**config.mk**
```make
export PLATFORM = sky130hd
export DESIGN_NAME = battery_level_supervisor
export DESIGN_NICKNAME = d
export VERILOG_FILES = /design/src/rtl/core/bls_pkg.sv /design/src/rtl/core/battery_level_supervisor.sv /design/src/rtl/core/bls_window.sv /design/src/rtl/core/bls_divide.sv
export SDC_FILE = /design/constraint.sdc
export NUM_CORES = 1
export LEC_CHECK = 0
export ABC_AREA = 1
export BUFFER_PORTS_ARGS = -buffer_cell sky130_fd_sc_hd__buf_2
export CORE_UTILIZATION = 60
export CTS_BUF_LIST = sky130_fd_sc_hd__clkbuf_4 sky130_fd_sc_hd__clkbuf_8
export DETAILED_ROUTE_END_ITERATION = 6
export GPL_TIMING_DRIVEN = 1
export PLACE_DENSITY = 0.77
export REMOVE_ABC_BUFFERS = 1
export SETUP_SLACK_MARGIN = 0.2
export SYNTH_ARGS = -nofsm -noshare
export SYNTH_HDL_FRONTEND = slang
export SYNTH_HIERARCHICAL = 1
export SYNTH_SLANG_ARGS = --single-unit
```
**constraint.sdc**
```tcl
create_clock -name clk_i -period 15.9 [get_ports clk_i]
set_input_delay 0.795 -clock clk_i [delete_from_list [all_inputs] [get_ports clk_i]]
set_output_delay 0.795 -clock clk_i [all_outputs]
set_load 0.005 [all_outputs]
```
**src/rtl/core/bls_pkg.sv**
```systemverilog
package bls_pkg;

  // default configuration of the block
  localparam int unsigned Window     = 20;
  localparam int unsigned SampleBits = 16;

  // fixed field widths
  localparam int unsigned FieldW  = 16;
  localparam int unsigned CfgIdxW = 1;

  // register reset values
  localparam logic [FieldW-1:0] LowThrReset  = 16'h9700;
  localparam logic [FieldW-1:0] HighThrReset = 16'hA1BC;

  // register indexes
  typedef enum logic [CfgIdxW-1:0] {
    CfgLowThr  = 1'b0,
    CfgHighThr = 1'b1
  } cfg_idx_e;

  // action codes reported with each result
  typedef enum logic [1:0] {
    ActNone     = 2'd0,
    ActLowPower = 2'd1,
    ActSysReset = 2'd2
  } action_e;

  // status carried from the window stage to the output stage
  typedef struct packed {
    logic    warm;
    logic    low_power;
    action_e action;
  } status_t;

endpackage

```
**src/rtl/core/battery_level_supervisor.sv**
```systemverilog
// channel   direction  handshake                  payload
// cfg       in         cfg_we_i (no wait)         cfg_idx_i, cfg_data_i
// sample    in         in_valid_i / in_ready_o    sample_i
// result    out        out_valid_o / out_ready_i  average_o, average_valid_o,
//                                                 low_power_o, action_o
//
// one sample per cycle while the output is not stalled; each result is registered in
// the window/sum update stage, then by reciprocal multiply into the output register
// reset: window, sum, warm-up and mode cleared, thresholds reloaded, at once, no sweep
// a stalled output holds both stages; sample input stays ready while any stage is free
module battery_level_supervisor #(
  parameter int unsigned WINDOW      = bls_pkg::Window,
  parameter int unsigned SAMPLE_BITS = bls_pkg::SampleBits
) (
  input  logic                         clk_i,
  input  logic                         rst_ni,
  input  logic                         cfg_we_i,
  input  logic [bls_pkg::CfgIdxW-1:0]  cfg_idx_i,
  input  logic [bls_pkg::FieldW-1:0]   cfg_data_i,
  input  logic                         in_valid_i,
  output logic                         in_ready_o,
  input  logic [bls_pkg::FieldW-1:0]   sample_i,
  output logic                         out_valid_o,
  input  logic                         out_ready_i,
  output logic [bls_pkg::FieldW-1:0]   average_o,
  output logic                         average_valid_o,
  output logic                         low_power_o,
  output logic [1:0]                   action_o
);

  localparam int unsigned SUM_W = $clog2(WINDOW * ((2 ** SAMPLE_BITS) - 1) + 1);

  logic             mid_valid;
  logic             mid_ready;
  logic [SUM_W-1:0] mid_sum;
  bls_pkg::status_t mid_status;
  bls_pkg::status_t res_status;

  // window and running sum stage
  bls_window #(
    .WINDOW      (WINDOW),
    .SAMPLE_BITS (SAMPLE_BITS),
    .SUM_W       (SUM_W)
  ) u_window (
    .clk_i       (clk_i),
    .rst_ni      (rst_ni),
    .cfg_we_i    (cfg_we_i),
    .cfg_idx_i   (cfg_idx_i),
    .cfg_data_i  (cfg_data_i),
    .in_valid_i  (in_valid_i),
    .in_ready_o  (in_ready_o),
    .sample_i    (sample_i[SAMPLE_BITS-1:0]),
    .out_valid_o (mid_valid),
    .out_ready_i (mid_ready),
    .sum_o       (mid_sum),
    .status_o    (mid_status)
  );

  // average and output register
  bls_divide #(
    .WINDOW (WINDOW),
    .SUM_W  (SUM_W)
  ) u_divide (
    .clk_i       (clk_i),
    .rst_ni      (rst_ni),
    .in_valid_i  (mid_valid),
    .in_ready_o  (mid_ready),
    .sum_i       (mid_sum),
    .status_i    (mid_status),
    .out_valid_o (out_valid_o),
    .out_ready_i (out_ready_i),
    .average_o   (average_o),
    .status_o    (res_status)
  );

  assign average_valid_o = res_status.warm;
  assign low_power_o     = res_status.low_power;
  assign action_o        = res_status.action;

endmodule

```
**src/rtl/core/bls_window.sv**
```systemverilog
module bls_window #(
  parameter int unsigned WINDOW      = bls_pkg::Window,
  parameter int unsigned SAMPLE_BITS = bls_pkg::SampleBits,
  parameter int unsigned SUM_W       = 21
) (
  input  logic                         clk_i,
  input  logic                         rst_ni,
  input  logic                         cfg_we_i,
  input  logic [bls_pkg::CfgIdxW-1:0]  cfg_idx_i,
  input  logic [bls_pkg::FieldW-1:0]   cfg_data_i,
  input  logic                         in_valid_i,
  output logic                         in_ready_o,
  input  logic [SAMPLE_BITS-1:0]       sample_i,
  output logic                         out_valid_o,
  input  logic                         out_ready_i,
  output logic [SUM_W-1:0]             sum_o,
  output bls_pkg::status_t             status_o
);

  localparam int unsigned CNT_W = $clog2(WINDOW + 1);

  logic [SAMPLE_BITS-1:0]     win_q [WINDOW];
  logic [SUM_W-1:0]           sum_q;
  logic [CNT_W-1:0]           cnt_q;
  logic                       warm_q;
  logic                       mode_q;
  logic [bls_pkg::FieldW-1:0] low_thr_q;
  logic [bls_pkg::FieldW-1:0] high_thr_q;
  logic                       valid_q;
  logic [SUM_W-1:0]           res_sum_q;
  bls_pkg::status_t           res_status_q;

  logic [bls_pkg::FieldW-1:0] samp_ext;
  logic                       accept;
  logic                       enter_lp;
  logic                       sys_rst;
  logic [SUM_W-1:0]           sum_d;
  logic                       warm_d;
  logic                       mode_d;

  // the stage takes a transfer whenever its result slot frees up
  assign in_ready_o = ~valid_q | out_ready_i;
  assign accept     = in_valid_i & in_ready_o;

  // threshold checks, only once the window is warm
  always_comb begin
    samp_ext = bls_pkg::FieldW'(sample_i);
    enter_lp = warm_q & (samp_ext < low_thr_q) & ~mode_q;
    sys_rst  = warm_q & (samp_ext > high_thr_q) & (mode_q | enter_lp);
    sum_d    = sum_q - SUM_W'(win_q[WINDOW-1]) + SUM_W'(sample_i);
    warm_d   = warm_q | (cnt_q == CNT_W'(WINDOW));
    mode_d   = mode_q | enter_lp;
  end

  // window, running sum, mode and registers
  always_ff @(posedge clk_i or negedge rst_ni) begin
    if (!rst_ni) begin
      for (int i = 0; i < WINDOW; i++) win_q[i] <= '0;
      sum_q      <= '0;
      cnt_q      <= '0;
      warm_q     <= 1'b0;
      mode_q     <= 1'b0;
      low_thr_q  <= bls_pkg::LowThrReset;
      high_thr_q <= bls_pkg::HighThrReset;
    end else if (accept && sys_rst) begin
      // system reset request returns everything to reset values
      for (int i = 0; i < WINDOW; i++) win_q[i] <= '0;
      sum_q      <= '0;
      cnt_q      <= '0;
      warm_q     <= 1'b0;
      mode_q     <= 1'b0;
      low_thr_q  <= bls_pkg::LowThrReset;
      high_thr_q <= bls_pkg::HighThrReset;
    end else begin
      if (accept) begin
        win_q[0] <= sample_i;
        for (int i = 1; i < WINDOW; i++) win_q[i] <= win_q[i-1];
        sum_q  <= sum_d;
        warm_q <= warm_d;
        mode_q <= mode_d;
        if (!warm_q && (cnt_q != CNT_W'(WINDOW))) begin
          cnt_q <= cnt_q + CNT_W'(1);
        end
      end
      if (cfg_we_i) begin
        unique case (bls_pkg::cfg_idx_e'(cfg_idx_i))
          bls_pkg::CfgLowThr:  low_thr_q  <= cfg_data_i;
          bls_pkg::CfgHighThr: high_thr_q <= cfg_data_i;
          default: ;
        endcase
      end
    end
  end

  // result slot valid
  always_ff @(posedge clk_i or negedge rst_ni) begin
    if (!rst_ni) begin
      valid_q <= 1'b0;
    end else if (in_ready_o) begin
      valid_q <= in_valid_i;
    end
  end

  // result slot payload
  always_ff @(posedge clk_i) begin
    if (accept) begin
      if (sys_rst) begin
        res_sum_q              <= '0;
        res_status_q.warm      <= 1'b0;
        res_status_q.low_power <= 1'b0;
        res_status_q.action    <= bls_pkg::ActSysReset;
      end else begin
        res_sum_q              <= sum_d;
        res_status_q.warm      <= warm_d;
        res_status_q.low_power <= mode_d;
        res_status_q.action    <= enter_lp ? bls_pkg::ActLowPower : bls_pkg::ActNone;
      end
    end
  end

  assign out_valid_o = valid_q;
  assign sum_o       = res_sum_q;
  assign status_o    = res_status_q;

endmodule

```
**src/rtl/core/bls_divide.sv**
```systemverilog
module bls_divide #(
  parameter int unsigned WINDOW = bls_pkg::Window,
  parameter int unsigned SUM_W  = 21
) (
  input  logic                       clk_i,
  input  logic                       rst_ni,
  input  logic                       in_valid_i,
  output logic                       in_ready_o,
  input  logic [SUM_W-1:0]           sum_i,
  input  bls_pkg::status_t           status_i,
  output logic                       out_valid_o,
  input  logic                       out_ready_i,
  output logic [bls_pkg::FieldW-1:0] average_o,
  output bls_pkg::status_t           status_o
);

  // exact reciprocal: m = ceil(2^(SUM_W+L) / WINDOW), L = ceil(log2 WINDOW)
  localparam int unsigned SHIFT_L = $clog2(WINDOW);
  localparam int unsigned TOT_SH  = SUM_W + SHIFT_L;
  localparam int unsigned M_W     = SUM_W + 1;
  localparam int unsigned PROD_W  = SUM_W + M_W;
  localparam int unsigned Q_W     = PROD_W - TOT_SH;
  localparam longint unsigned RecipM =
    ((64'd1 << TOT_SH) + longint'(WINDOW) - 64'd1) / longint'(WINDOW);

  logic [M_W-1:0]             recip;
  logic [PROD_W-1:0]          prod;
  logic [Q_W-1:0]             quot;
  logic                       valid_q;
  logic [bls_pkg::FieldW-1:0] avg_q;
  bls_pkg::status_t           status_q;

  assign in_ready_o = ~valid_q | out_ready_i;

  // floor(sum / WINDOW) by reciprocal multiply, no correction needed
  always_comb begin
    recip = M_W'(RecipM);
    prod  = PROD_W'(sum_i) * PROD_W'(recip);
    quot  = prod[PROD_W-1:TOT_SH];
  end

  // output register valid
  always_ff @(posedge clk_i or negedge rst_ni) begin
    if (!rst_ni) begin
      valid_q <= 1'b0;
    end else if (in_ready_o) begin
      valid_q <= in_valid_i;
    end
  end

  // output register payload
  always_ff @(posedge clk_i) begin
    if (in_valid_i && in_ready_o) begin
      avg_q    <= bls_pkg::FieldW'(quot);
      status_q <= status_i;
    end
  end

  assign out_valid_o = valid_q;
  assign average_o   = avg_q;
  assign status_o    = status_q;

endmodule
```
* Word-level counts from Yosys, hierarchy flattened
Index checks and enable logic that the tools add are counted.
Word-level totals: flip-flop bits (word level) 427, input bits 38, output and inout port bits 22, word-level logic and storage cells 86
Operators by class: add/sub/neg operators 3, multipliers 1, magnitude comparators 2, eq/ne operators 3, muxes and demuxes 18, bitwise gates (word level) 12, reduce and logical (&&, ||, !) cells 11
Operators by type and width (count):
- $mux 320 | 2
- $mux 16 | 6
- $mux 21 | 2
- $mul 21x20->40 const B | 1
- $add 21x16->21 | 1
- $sub 21x16->21 | 1
- $gt 16x16->1 | 1
- $lt 16x16->1 | 1
- $mux 5 | 3
- $reduce_bool 2->1 | 4
- $reduce_and 2->1 | 3
- $add 5x1->5 const B | 1
- $and 1x1->1 | 5
- $eq 5x5->1 const B | 1
- $mux 1 | 5
- $ne 5x5->1 const B | 1
- $or 1x1->1 | 4
- $logic_and 1x1->1 | 3
- $not 1->1 | 3
- $ne 2x1->1 const B | 1
- $logic_not 1->1 | 1

* Longest topological paths before layout
Gate-level depths: netlist of the first run.
depth after elaboration 8, mapped depth 27, mapped depth without buffers 26

* Cells and area by module
Netlist of the first run, hierarchy kept.
Modules (own cells, without submodules):
- bls_window | times used 1, cells each 1796, area an instance 17586.9 sq um, sequential area each 10301.1 sq um
- bls_divide | times used 1, cells each 1139, area an instance 9220.1 sq um, sequential area each 625.6 sq um

* Worst setup path after synthesis of the first run
Ideal clock, no wire load.
path kind register to register, start reg u_window.res_sum_q[2], in the netlist u_window/sum_o[2], end reg u_divide.avg_q, in the netlist u_divide/average_o[10], data pin, library setup time 0.252 ns, arrival time 4.979 ns, data required time 15.648 ns, slack 10.669 ns, stages on the path, launching flop included 19, buffers on the path 0, clock period less this slack 5.231 ns, path through edfxtp_1 ha_1 xor2_1 ha_1 fa_1 fa_1 fa_1 fa_1 inv_1 fa_1 inv_1 ha_1 nand2_1 nor2_1 inv_1 nor4_2 nand2_1 nand3_1 nand2_1
Between the ends: cells in the longest elaborated chain, start to end 1
RTL lines:
- from (decl) | RTL line bls_window.sv:30 | logic [SUM_W-1:0] res_sum_q;
- from (signal assigned) | RTL line bls_window.sv:113 | res_sum_q <= sum_d;
- $mul 21x20->40 | RTL line bls_divide.sv:38 | prod = PROD_W'(sum_i) * PROD_W'(recip);
- net u_divide.prod[36] | RTL line bls_divide.sv:27 | logic [PROD_W-1:0] prod;
- to (signal assigned) | RTL line bls_divide.sv:54 | avg_q <= bls_pkg::FieldW'(quot);
- to (decl) | RTL line bls_divide.sv:30 | logic [bls_pkg::FieldW-1:0] avg_q;
The timed path passes the listed nets, and every way through them passes these cells. A chain may end at the register's enable or synchronous reset.

* Final worst setup path of the first run
start reg u_window.res_sum_q[5], in the netlist u_window/sum_o[5], end reg u_divide.avg_q, in the netlist u_divide/average_o[4], data pin
The elaborated chain is that of the path after synthesis.

==> results.cfg, run 1 <==
[status]
run_status = complete, but fails checks
violated_checks = design-rule violations

[critical_path]
r2r.worst_path.cells = 22
critical_path.max_fanout = 7
timing.rr.end = u_divide/average_o[4]
criticalPathCategory = reg -> reg
startpoint_types = register
setup.worst_path.end_class = register
required_ns = 16.32
arrival_ns = 6.25
worst-r2r-setup-slack_ns = 10.06
worst_r2r_startpoint = u_window/sum_o[5]

[cells_and_area]
multiInputGateArea_um2 = 12400
final_nets = 3429
final_cells = 3633
fin_area_um2 = 29100
regArea_um2 = 10900
area_growth_pct = 8.47
antenna_cells = 0
post_route_cells_drive_above_1_share_pct = 8.06
fillCellCount = 3628

[job]
max_cap_violations = 0

[place]
place_area_um2 = 27500
io_buffers = 59
placed_cells_incl_taps = 3503
routabilityCongestion = 0.939
detailedPlace.worstSlack_ns = 9.97
detailed_place_hpwl_um = 44200

[logic_synthesis]
synthesis.area_um2 = 26800
postSynthAreaPerCell_um2 = 9.13
synth_cell_types = 43
synth-warning-count = 6
synth-edff-count = 45
syn_inst = 2935
ys_dominant_reg_cell = dfrtp_1
synth_area_leaders = dfrtp_1 34%, ha_1 12%, fa_1 11%
synth-async-reset-ratio_pct = 89.5
synth_top_cell_area_share_pct = 34.4
synth-seq-area-share_pct = 40.8
synth_top_area_cell = dfrtp_1
yosys_register_bits = 427

[sta]
layout_setup_ws_ns = 10.06
final-setup-viol-count = 0
worst-slew-pin-transition_ns = 1.10
maxSlewViolCount = 0
grt_setup_unrepaired = no
achievable-frequency_mhz = 171
timing.max_slew.rel_slack_pct = 26.4
finalWorstPathRequiredPeriod_ns = 5.84
hold_violations = 0
fin_skew_ns = 0.0336
final.setup.tns_ns = 0
layout_worst_path_cycle_share_pct = 36.7

[routing]
post_drt_wl_per_cell_um = 16.3
initialDrtViolationCount = 1392
vias = 19100
detail_route.wirelength_um = 59100
drt-pass1-iter-count = 7
antenna_violating_nets_post_route = 0
drc_errors = 2
detail_route.vias_per_cell = 5.26

[floorplan]
core_area_um2 = 44100
fp.dieArea_um2 = 45500
num_rows = 77
design.portCount = 60
floorplan.die.width_um = 213
die_h_um = 213
initial_standard_cell_utilization_of_the_core_pct = 60.8

[global_route]
grt.overflow.total = 0
antenna_found_initial = 0
grt_use_total_pct = 27.5
grt_start_max_net_pins = 206
grt_pass1_vias = 19600
grt_pass1_wl_um = 97600

[clocking]
cts_htree_levels = 3
insertion_delay_ns = 0.65
postCtsHoldBufs = 0
cts_tree = yes
tritoncts.num_buffers = 71
clk_slew_on_worst_s_h_paths_ns = 0.08
clk_root_buffer_cell = clkbuf_8
cts_buffer_depth = 3
cts_resized = 0
post_cts_buffers = 0
cts_num_sinks = 427

[hold_path]
timing.hold.worst.class = in -> async
## layout make-up
cell class                      count  area share, %
Sequential cell                   427           37.6
Clock inverter                     16          0.645
Tap cell                          592           2.55
Clock buffer                      114           4.84
Multi-Input combinational cell   1618           42.7
Timing Repair Buffer               67           1.34
Inverter                          799           10.3
## Yosys cell counts, types with 13 or more instances
master	n
inv_1	791
nand2_1	447
dfrtp_1	369
o22ai_1	305
ha_1	256
fa_1	151
nor2_1	112
nand3_1	90
a21oi_1	66
edfxtp_1	45
clkbuf_1	44
xor2_1	41
o21ai_0	34
buf_4	28
nand4_1	19
o211ai_1	19
o21bai_1	16
buf_2	15
dfstp_2	13
## worst max path at each step
| stage | slack [ns] | cells after the start | from | end |
|---|---|---|---|---|
| 5_1_grt | 9.71 | 22 | u_window/sum_o[5] | u_divide/average_o[12] |
| 2_1_floorplan | 4.85 | 8 | out_ready_i | u_window/win_q[0] |
| 3_5_place_dp | 9.97 | 22 | u_window/sum_o[5] | u_divide/average_o[12] |
| 6_report | 10.06 | 22 | u_window/sum_o[5] | u_divide/average_o[4] |
| 3_3_place_gp | 9.98 | 20 | u_window/sum_o[5] | u_divide/average_o[12] |
| 4_1_cts | 9.96 | 22 | u_window/sum_o[5] | u_divide/average_o[12] |
## stage by stage
stage | hold slack [ns] | util [%]
final | 0.278 | 65.9
after global routing | 0.326 | 65.9
after CTS | 0.255 | 65.9
after detailed placement | 0.414 | 62.3
after global placement | 0.401 | 62.3
after floorplan | 0.400 | -
## registers in the layout, summed over array words and instances (netlist names), 4 cells and up
| signal | cells |
|---|---|
| u_divide/status_o | 4 |
| u_window/sum_o | 21 |
| u_window/status_o | 4 |
| u_window/sum_q | 21 |
| u_window/high_thr_q | 16 |
| u_window/cnt_q | 5 |
| u_window/win_q | 320 |
| u_window/low_thr_q | 16 |
| u_divide/average_o | 16 |
## cell usage in the layout (no fill, tap or decap), types with 5 or more instances in the layout
master    netlist  routed
a21o_1          5       5
a21oi_1        66      65
buf_2          15      58
buf_4          28       6
clkbuf_4        0      26
clkbuf_8        0      88
dfrtp_1       369     369
dfstp_2        13      13
edfxtp_1       45      45
fa_1          151     151
ha_1          256     256
inv_1         791     790
inv_2           7       7
nand2_1       447     447
nand2_2         7       7
nand3_1        90      89
nand4_1        19      19
nor2_1        112     112
nor2_4          5       5
nor3_1          8       8
o211ai_1       19      19
o21a_1          5       5
o21ai_0        34      34
o21ai_1         5       5
o21bai_1       16      16
o22ai_1       305     305
xnor2_1         7       7
xor2_1         41      41
## critical path, stage by stage, from the launching register on
cell and delay [ns]:
edfxtp_1 0.55, ha_1 0.45, ha_1 0.31, inv_1 0.06
fa_1 0.54, inv_1 0.06, fa_1 0.53, fa_1 0.53
fa_1 0.56, inv_1 0.06, fa_1 0.49, inv_1 0.04
ha_1 0.32, nand2_1 0.13, inv_1 0.05, nand2_1 0.06
nand2_1 0.08, a21oi_1 0.20, nand3_1 0.26, nand2_1 0.16
nand2_1 0.06, nand2_1 0.05, nand2_1 0.04
## cell families (layout without fill, tap and decap cells)
kind of cell | count (synthesis) | in the layout | share of synthesized area, %
compound gates | 459 | 459 | 10.5
xor+xnor | 48 | 48 | 1.57
fa+ha+maj | 407 | 407 | 23.2
buf+inv | 890 | 996 | 13.0
flops | 427 | 427 | 40.8
simple gates | 704 | 704 | 11.0
## per-layer routing
layer	GRT usage [%]	part of all wire, %	up-vias
met5	0	0	-
met4	8.62	2.4	0
met3	4.73	4.6	82
met2	45.9	49	396
met1	36.9	44	9246
li1	-	-	9376
Power of run 1 is left out: the tool's default activity adds up to more than one toggle a clock period on the data nets, which glitch-free logic cannot reach.
==> run 2: changes to the inputs <==
clock period = 5.5 ns   (was 15.9 ns; I/O delays follow)
==> results.cfg, run 2 (synthesis results as in run 1) <==
[cells_and_area]
finish.utilization_pct = 71.0
max_ffs_per_register = 320
regMostFlops = u_window/win_q
post_route_cells_drive_above_1_share_pct = 16.8
final_common_cell = inv_1
antenna_cells = 0
final_cell_mix = 774 x inv_1, 412 x nand2_1, 369 x dfrtp_1
area_growth_pct = 16.9
final_nets = 3569

[floorplan]
design.portCount = 60
fp.dieArea_um2 = 45500
die_h_um = 213
initial_standard_cell_utilization_of_the_core_pct = 60.8
core_area_um2 = 44100
num_rows = 77
floorplan.die.width_um = 213

[routing]
drt-pass1-iter-count = 7
drc_errors = 1
detail_route.wirelength_um = 61600
detail_route.vias_per_cell = 5.31
initialDrtViolationCount = 1318
vias = 20000
antenna_violating_nets_post_route = 0
post_drt_wl_per_cell_um = 16.4

[sta]
worst-slew-pin-transition_ns = 1.09
timing.max_slew.rel_slack_pct = 27.0
grt_setup_unrepaired = yes
achievable-frequency_mhz = 190
maxSlewViolCount = 0
final-setup-viol-count = 0
hold_violations = 0
finalWorstPathRequiredPeriod_ns = 5.27
fin_skew_ns = 0.0274
layout_worst_path_cycle_share_pct = 95.9

[critical_path]
arrival_ns = 5.68
worst_r2r_startpoint = u_window/sum_o[1]
required_ns = 5.90
setup.worst_path.end_class = register
crit_path_start = u_window/sum_o[1]
worst-r2r-setup-slack_ns = 0.23
timing.rr.end = u_divide/average_o[6]
worstSetupEndpoint = u_divide/average_o[6]
r2r.worst_path.cells = 21
criticalPathCategory = reg -> reg
startpoint_types = register
critical_path.max_fanout = 4

[place]
detailed_place_hpwl_um = 43900
routabilityCongestion = 0.934
io_buffers = 59

[clocking]
tritoncts.num_buffers = 70
cts_htree_levels = 3
insertion_delay_ns = 0.65
clk_slew_on_worst_s_h_paths_ns = 0.06
cts_buffer_depth = 3
cts_num_sinks = 427
clk_root_buffer_cell = clkbuf_8
cts_tree = yes

[status]
violated_checks = design-rule violations
run_status = complete, but fails checks

[global_route]
grt_start_max_net_pins = 169
grt_use_total_pct = 27.9
grt_pass1_vias = 20400
antenna_found_initial = 0
grt_pass1_wl_um = 99600
grt.overflow.total = 0

[job]
max_cap_violations = 0

[hold_path]
timing.hold.worst.class = in -> reg
-- run 2: cell types whose count changed in the layout (fill, tap and decap cells not counted), moves of 18 or more --
cell | before | now
a21oi_1 | 65 | 47
ha_1 | 256 | 197
dlygate4sd3_1 | 0 | 24
buf_4 | 6 | 116
nand2_1 | 447 | 412
nand2_2 | 7 | 28
ha_4 | 0 | 55
-- run 2: area by class of cell --
| type | count | area, µm² |
|---|---|---|
| Inverter | 799 | 3010 |
| Clock inverter | 11 | 86.3 |
| Fill cell | 3314 | 12800 |
| Multi-Input combinational cell | 1618 | 13700 |
| Tap cell | 592 | 741 |
| Clock buffer | 111 | 1370 |
| Timing Repair Buffer | 208 | 1540 |
| Sequential cell | 427 | 10900 |
-- run 2: metrics by stage --
stage	worst slack (ns)	cell area, µm²	TNS [ns]	std cells	hold slack, ns
finish	0.225	31300	0	3766	0.0308
detailed placement	-0.0688	28000	-0.336	3579	0.297
floorplan	-5.13	26300	-1851.36	2844	-0.0206
CTS	0.190	30400	0	3748	0.00300
global route	0.0556	31300	0	3766	0.0256
global placement	-0.0722	28000	-0.160	3579	0.290
-- run 2: worst min-delay path by stage --
stage / startpoint / endpoint / depth (start not counted)
after floorplan: rst_ni / u_divide/out_valid_o / 0
after global placement: rst_ni / u_window/win_q[268] / 1
after detailed placement: rst_ni / u_window/win_q[268] / 1
after CTS: sample_i[14] / u_window/win_q[318] / 3
after global routing: sample_i[15] / u_window/win_q[319] / 3
final: sample_i[15] / u_window/win_q[319] / 3
-- run 2: critical path, cell delays in order, from the launching register on --
cell and delay [ns]:
edfxtp_1 0.49, buf_6 0.17, ha_4 0.22, ha_4 0.27
inv_2 0.04, fa_1 0.58, inv_2 0.05, fa_1 0.46
fa_1 0.50, fa_1 0.52, inv_2 0.04, fa_1 0.52
inv_2 0.05, ha_4 0.27, a21oi_4 0.20, o21ai_4 0.08
a21oi_2 0.15, nor2_1 0.06, nor2_1 0.16, nand2_1 0.08
nand2_1 0.06, nand2_1 0.06
-- run 2: layer usage --
metal  vias to the layer above  track usage, %  share of wire (%)
met4                         0            8.82                2.6
met5                         -               0                  0
met1                      9794            37.5                 43
met2                       457            46.3                 49
met3                       108            4.91                4.7
li1                       9634               -                  -
-- run 2: repair_timing --
item | 4_1_cts | 5_1_grt
endpoints found under the setup margin | 16 | 16
gates resized for setup | 87 | 151
hold endpoints to repair | 108 | 0
hold buffers | 24 | 0
setup buffers | 23 | 18
pin swaps | 34 | 105
Power of run 2 is left out for the same reason.
==> run 3: changes to the inputs <==
CORE_MARGIN = 2   (was unset)
CTS_BUF_LIST = unset   (was sky130_fd_sc_hd__clkbuf_4 sky130_fd_sc_hd__clkbuf_8)
==> results.cfg, run 3 (synthesis results as in run 1) <==
[critical_path]
timing.rr.end = u_divide/average_o[12]
worst-r2r-setup-slack_ns = 0.23
arrival_ns = 5.58
startpoint_types = register
r2r.worst_path.cells = 22
criticalPathCategory = reg -> reg
setup.worst_path.end_class = register
required_ns = 5.81
worst_r2r_startpoint = u_window/sum_o[1]
critical_path.max_fanout = 3

[sta]
hold_violations = 0
final-setup-viol-count = 0
grt_setup_unrepaired = yes
final.setup.tns_ns = 0
finalWorstPathRequiredPeriod_ns = 5.27
layout_worst_path_cycle_share_pct = 95.7
worst-slew-pin-transition_ns = 1.07
maxSlewViolCount = 0
fin_skew_ns = 0.0383
hold_slack_ns = 0.0513
timing.max_slew.rel_slack_pct = 29.0
layout_setup_ws_ns = 0.234
achievable-frequency_mhz = 190

[global_route]
grt_use_total_pct = 26.7
antenna_found_initial = 0
grt_pass1_wl_um = 100000
grt.overflow.total = 0
grt_pass1_vias = 20300
grt_start_max_net_pins = 230

[clocking]
cts_tree = yes
insertion_delay_ns = 0.59
cts_buffer_depth = 3
clk_root_buffer_cell = clkbuf_16
cts_htree_levels = 2
clk_slew_on_worst_s_h_paths_ns = 0.06
tritoncts.num_buffers = 44
cts_num_sinks = 427

[place]
detailed_place_hpwl_um = 44600
detailedPlace.worstSlack_ns = -0.0593
routabilityCongestion = 0.880
io_buffers = 59

[job]
max_cap_violations = 0

[status]
run_status = finished, final reports clean

[routing]
detail_route.vias_per_cell = 5.32
initialDrtViolationCount = 1334
drc_errors = 0
post_drt_wl_per_cell_um = 16.3
detail_route.wirelength_um = 61100
antenna_violating_nets_post_route = 0
drt-pass1-iter-count = 5
vias = 19900

[floorplan]
initial_standard_cell_utilization_of_the_core_pct = 60.8
num_rows = 77
floorplan.die.width_um = 215
design.portCount = 60
fp.dieArea_um2 = 46400
die_h_um = 215
core_area_um2 = 44100

[cells_and_area]
final_common_cell = inv_1
regMostFlops = u_window/win_q
final_nets = 3556
antenna_cells = 0
max_ffs_per_register = 320
fillCellCount = 3343
final_cell_mix = 777 x inv_1, 414 x nand2_1, 369 x dfrtp_1
area_growth_pct = 17.0
post_route_cells_drive_above_1_share_pct = 15.8

[hold_path]
timing.hold.worst.class = in -> reg
hold-path-cell-count = 3
origin_of_the_worst_min_delay_path = sample_i[10]
hold_path_end = u_window/win_q[314]
==> run 3: how the worst max path moves through the flow <==
stage	end	startpoint	cells past startpoint
2_1_floorplan	u_window/win_q[0]	u_divide/out_valid_o	7
3_3_place_gp	u_divide/average_o[13]	u_window/sum_o[5]	18
3_5_place_dp	u_divide/average_o[11]	u_window/sum_o[1]	19
4_1_cts	u_divide/average_o[7]	u_window/sum_o[16]	24
5_1_grt	u_divide/average_o[12]	u_window/sum_o[8]	23
6_report	u_divide/average_o[12]	u_window/sum_o[1]	22
==> run 3: metal layers <==
metal / wire length, µm / up-vias / global-route usage [%]
met5: 0 / - / 0
met4: 1670 / 0 / 8.14
met3: 2630 / 103 / 3.21
met2: 29900 / 437 / 45.5
met1: 26800 / 9774 / 36.3
li1: - / 9596 / -
==> run 3: cell type report <==
| class | instances | area (µm²) | share of cell area, % |
|---|---|---|---|
| clock buffers | 64 | 1240 | 3.94 |
| repair buffers | 221 | 1640 | 5.22 |
| inverters | 799 | 3010 | 9.60 |
| multi-input cells | 1618 | 13600 | 43.4 |
| clock inverters | 18 | 210 | 0.670 |
| flip-flops and latches | 427 | 10900 | 34.8 |
| well taps | 592 | 741 | 2.36 |
==> run 3: timing repair <==
| item | in CTS | in global routing |
|---|---|---|
| pin swaps | 33 | 126 |
| buffers inserted | 26 | 27 |
| hold buffers | 18 | 0 |
| hold endpoints to repair | 148 | 0 |
| resized for setup | 79 | 150 |
| endpoints found under the setup margin | 16 | 16 |
==> run 3: metrics by stage <==
step / util, % / cells / area (µm²)
3_5_place_dp: 63.7 / 3586 / 28100
6_report: 71.1 / 3739 / 31400
5_1_grt: 71.1 / 3739 / 31400
3_3_place_gp: 63.7 / 3586 / 28100
2_1_floorplan: - / 2844 / 26300
4_1_cts: 68.9 / 3712 / 30400
==> run 3: worst max-delay path: stages, from the launching register on <==
cell      delay [ns]
edfxtp_1        0.39
buf_6           0.15
ha_4            0.29
xor2_4          0.20
ha_4            0.23
fa_1            0.48
fa_1            0.56
fa_1            0.52
fa_1            0.51
inv_1           0.05
fa_1            0.49
inv_2           0.05
ha_4            0.30
nand2_2         0.09
inv_1           0.06
nand2_1         0.06
inv_1           0.09
buf_4           0.11
nand2_1         0.08
nor2_1          0.10
nand2_1         0.08
nand3_1         0.07
nand2_1         0.05
Power of run 3 is left out for the same reason.
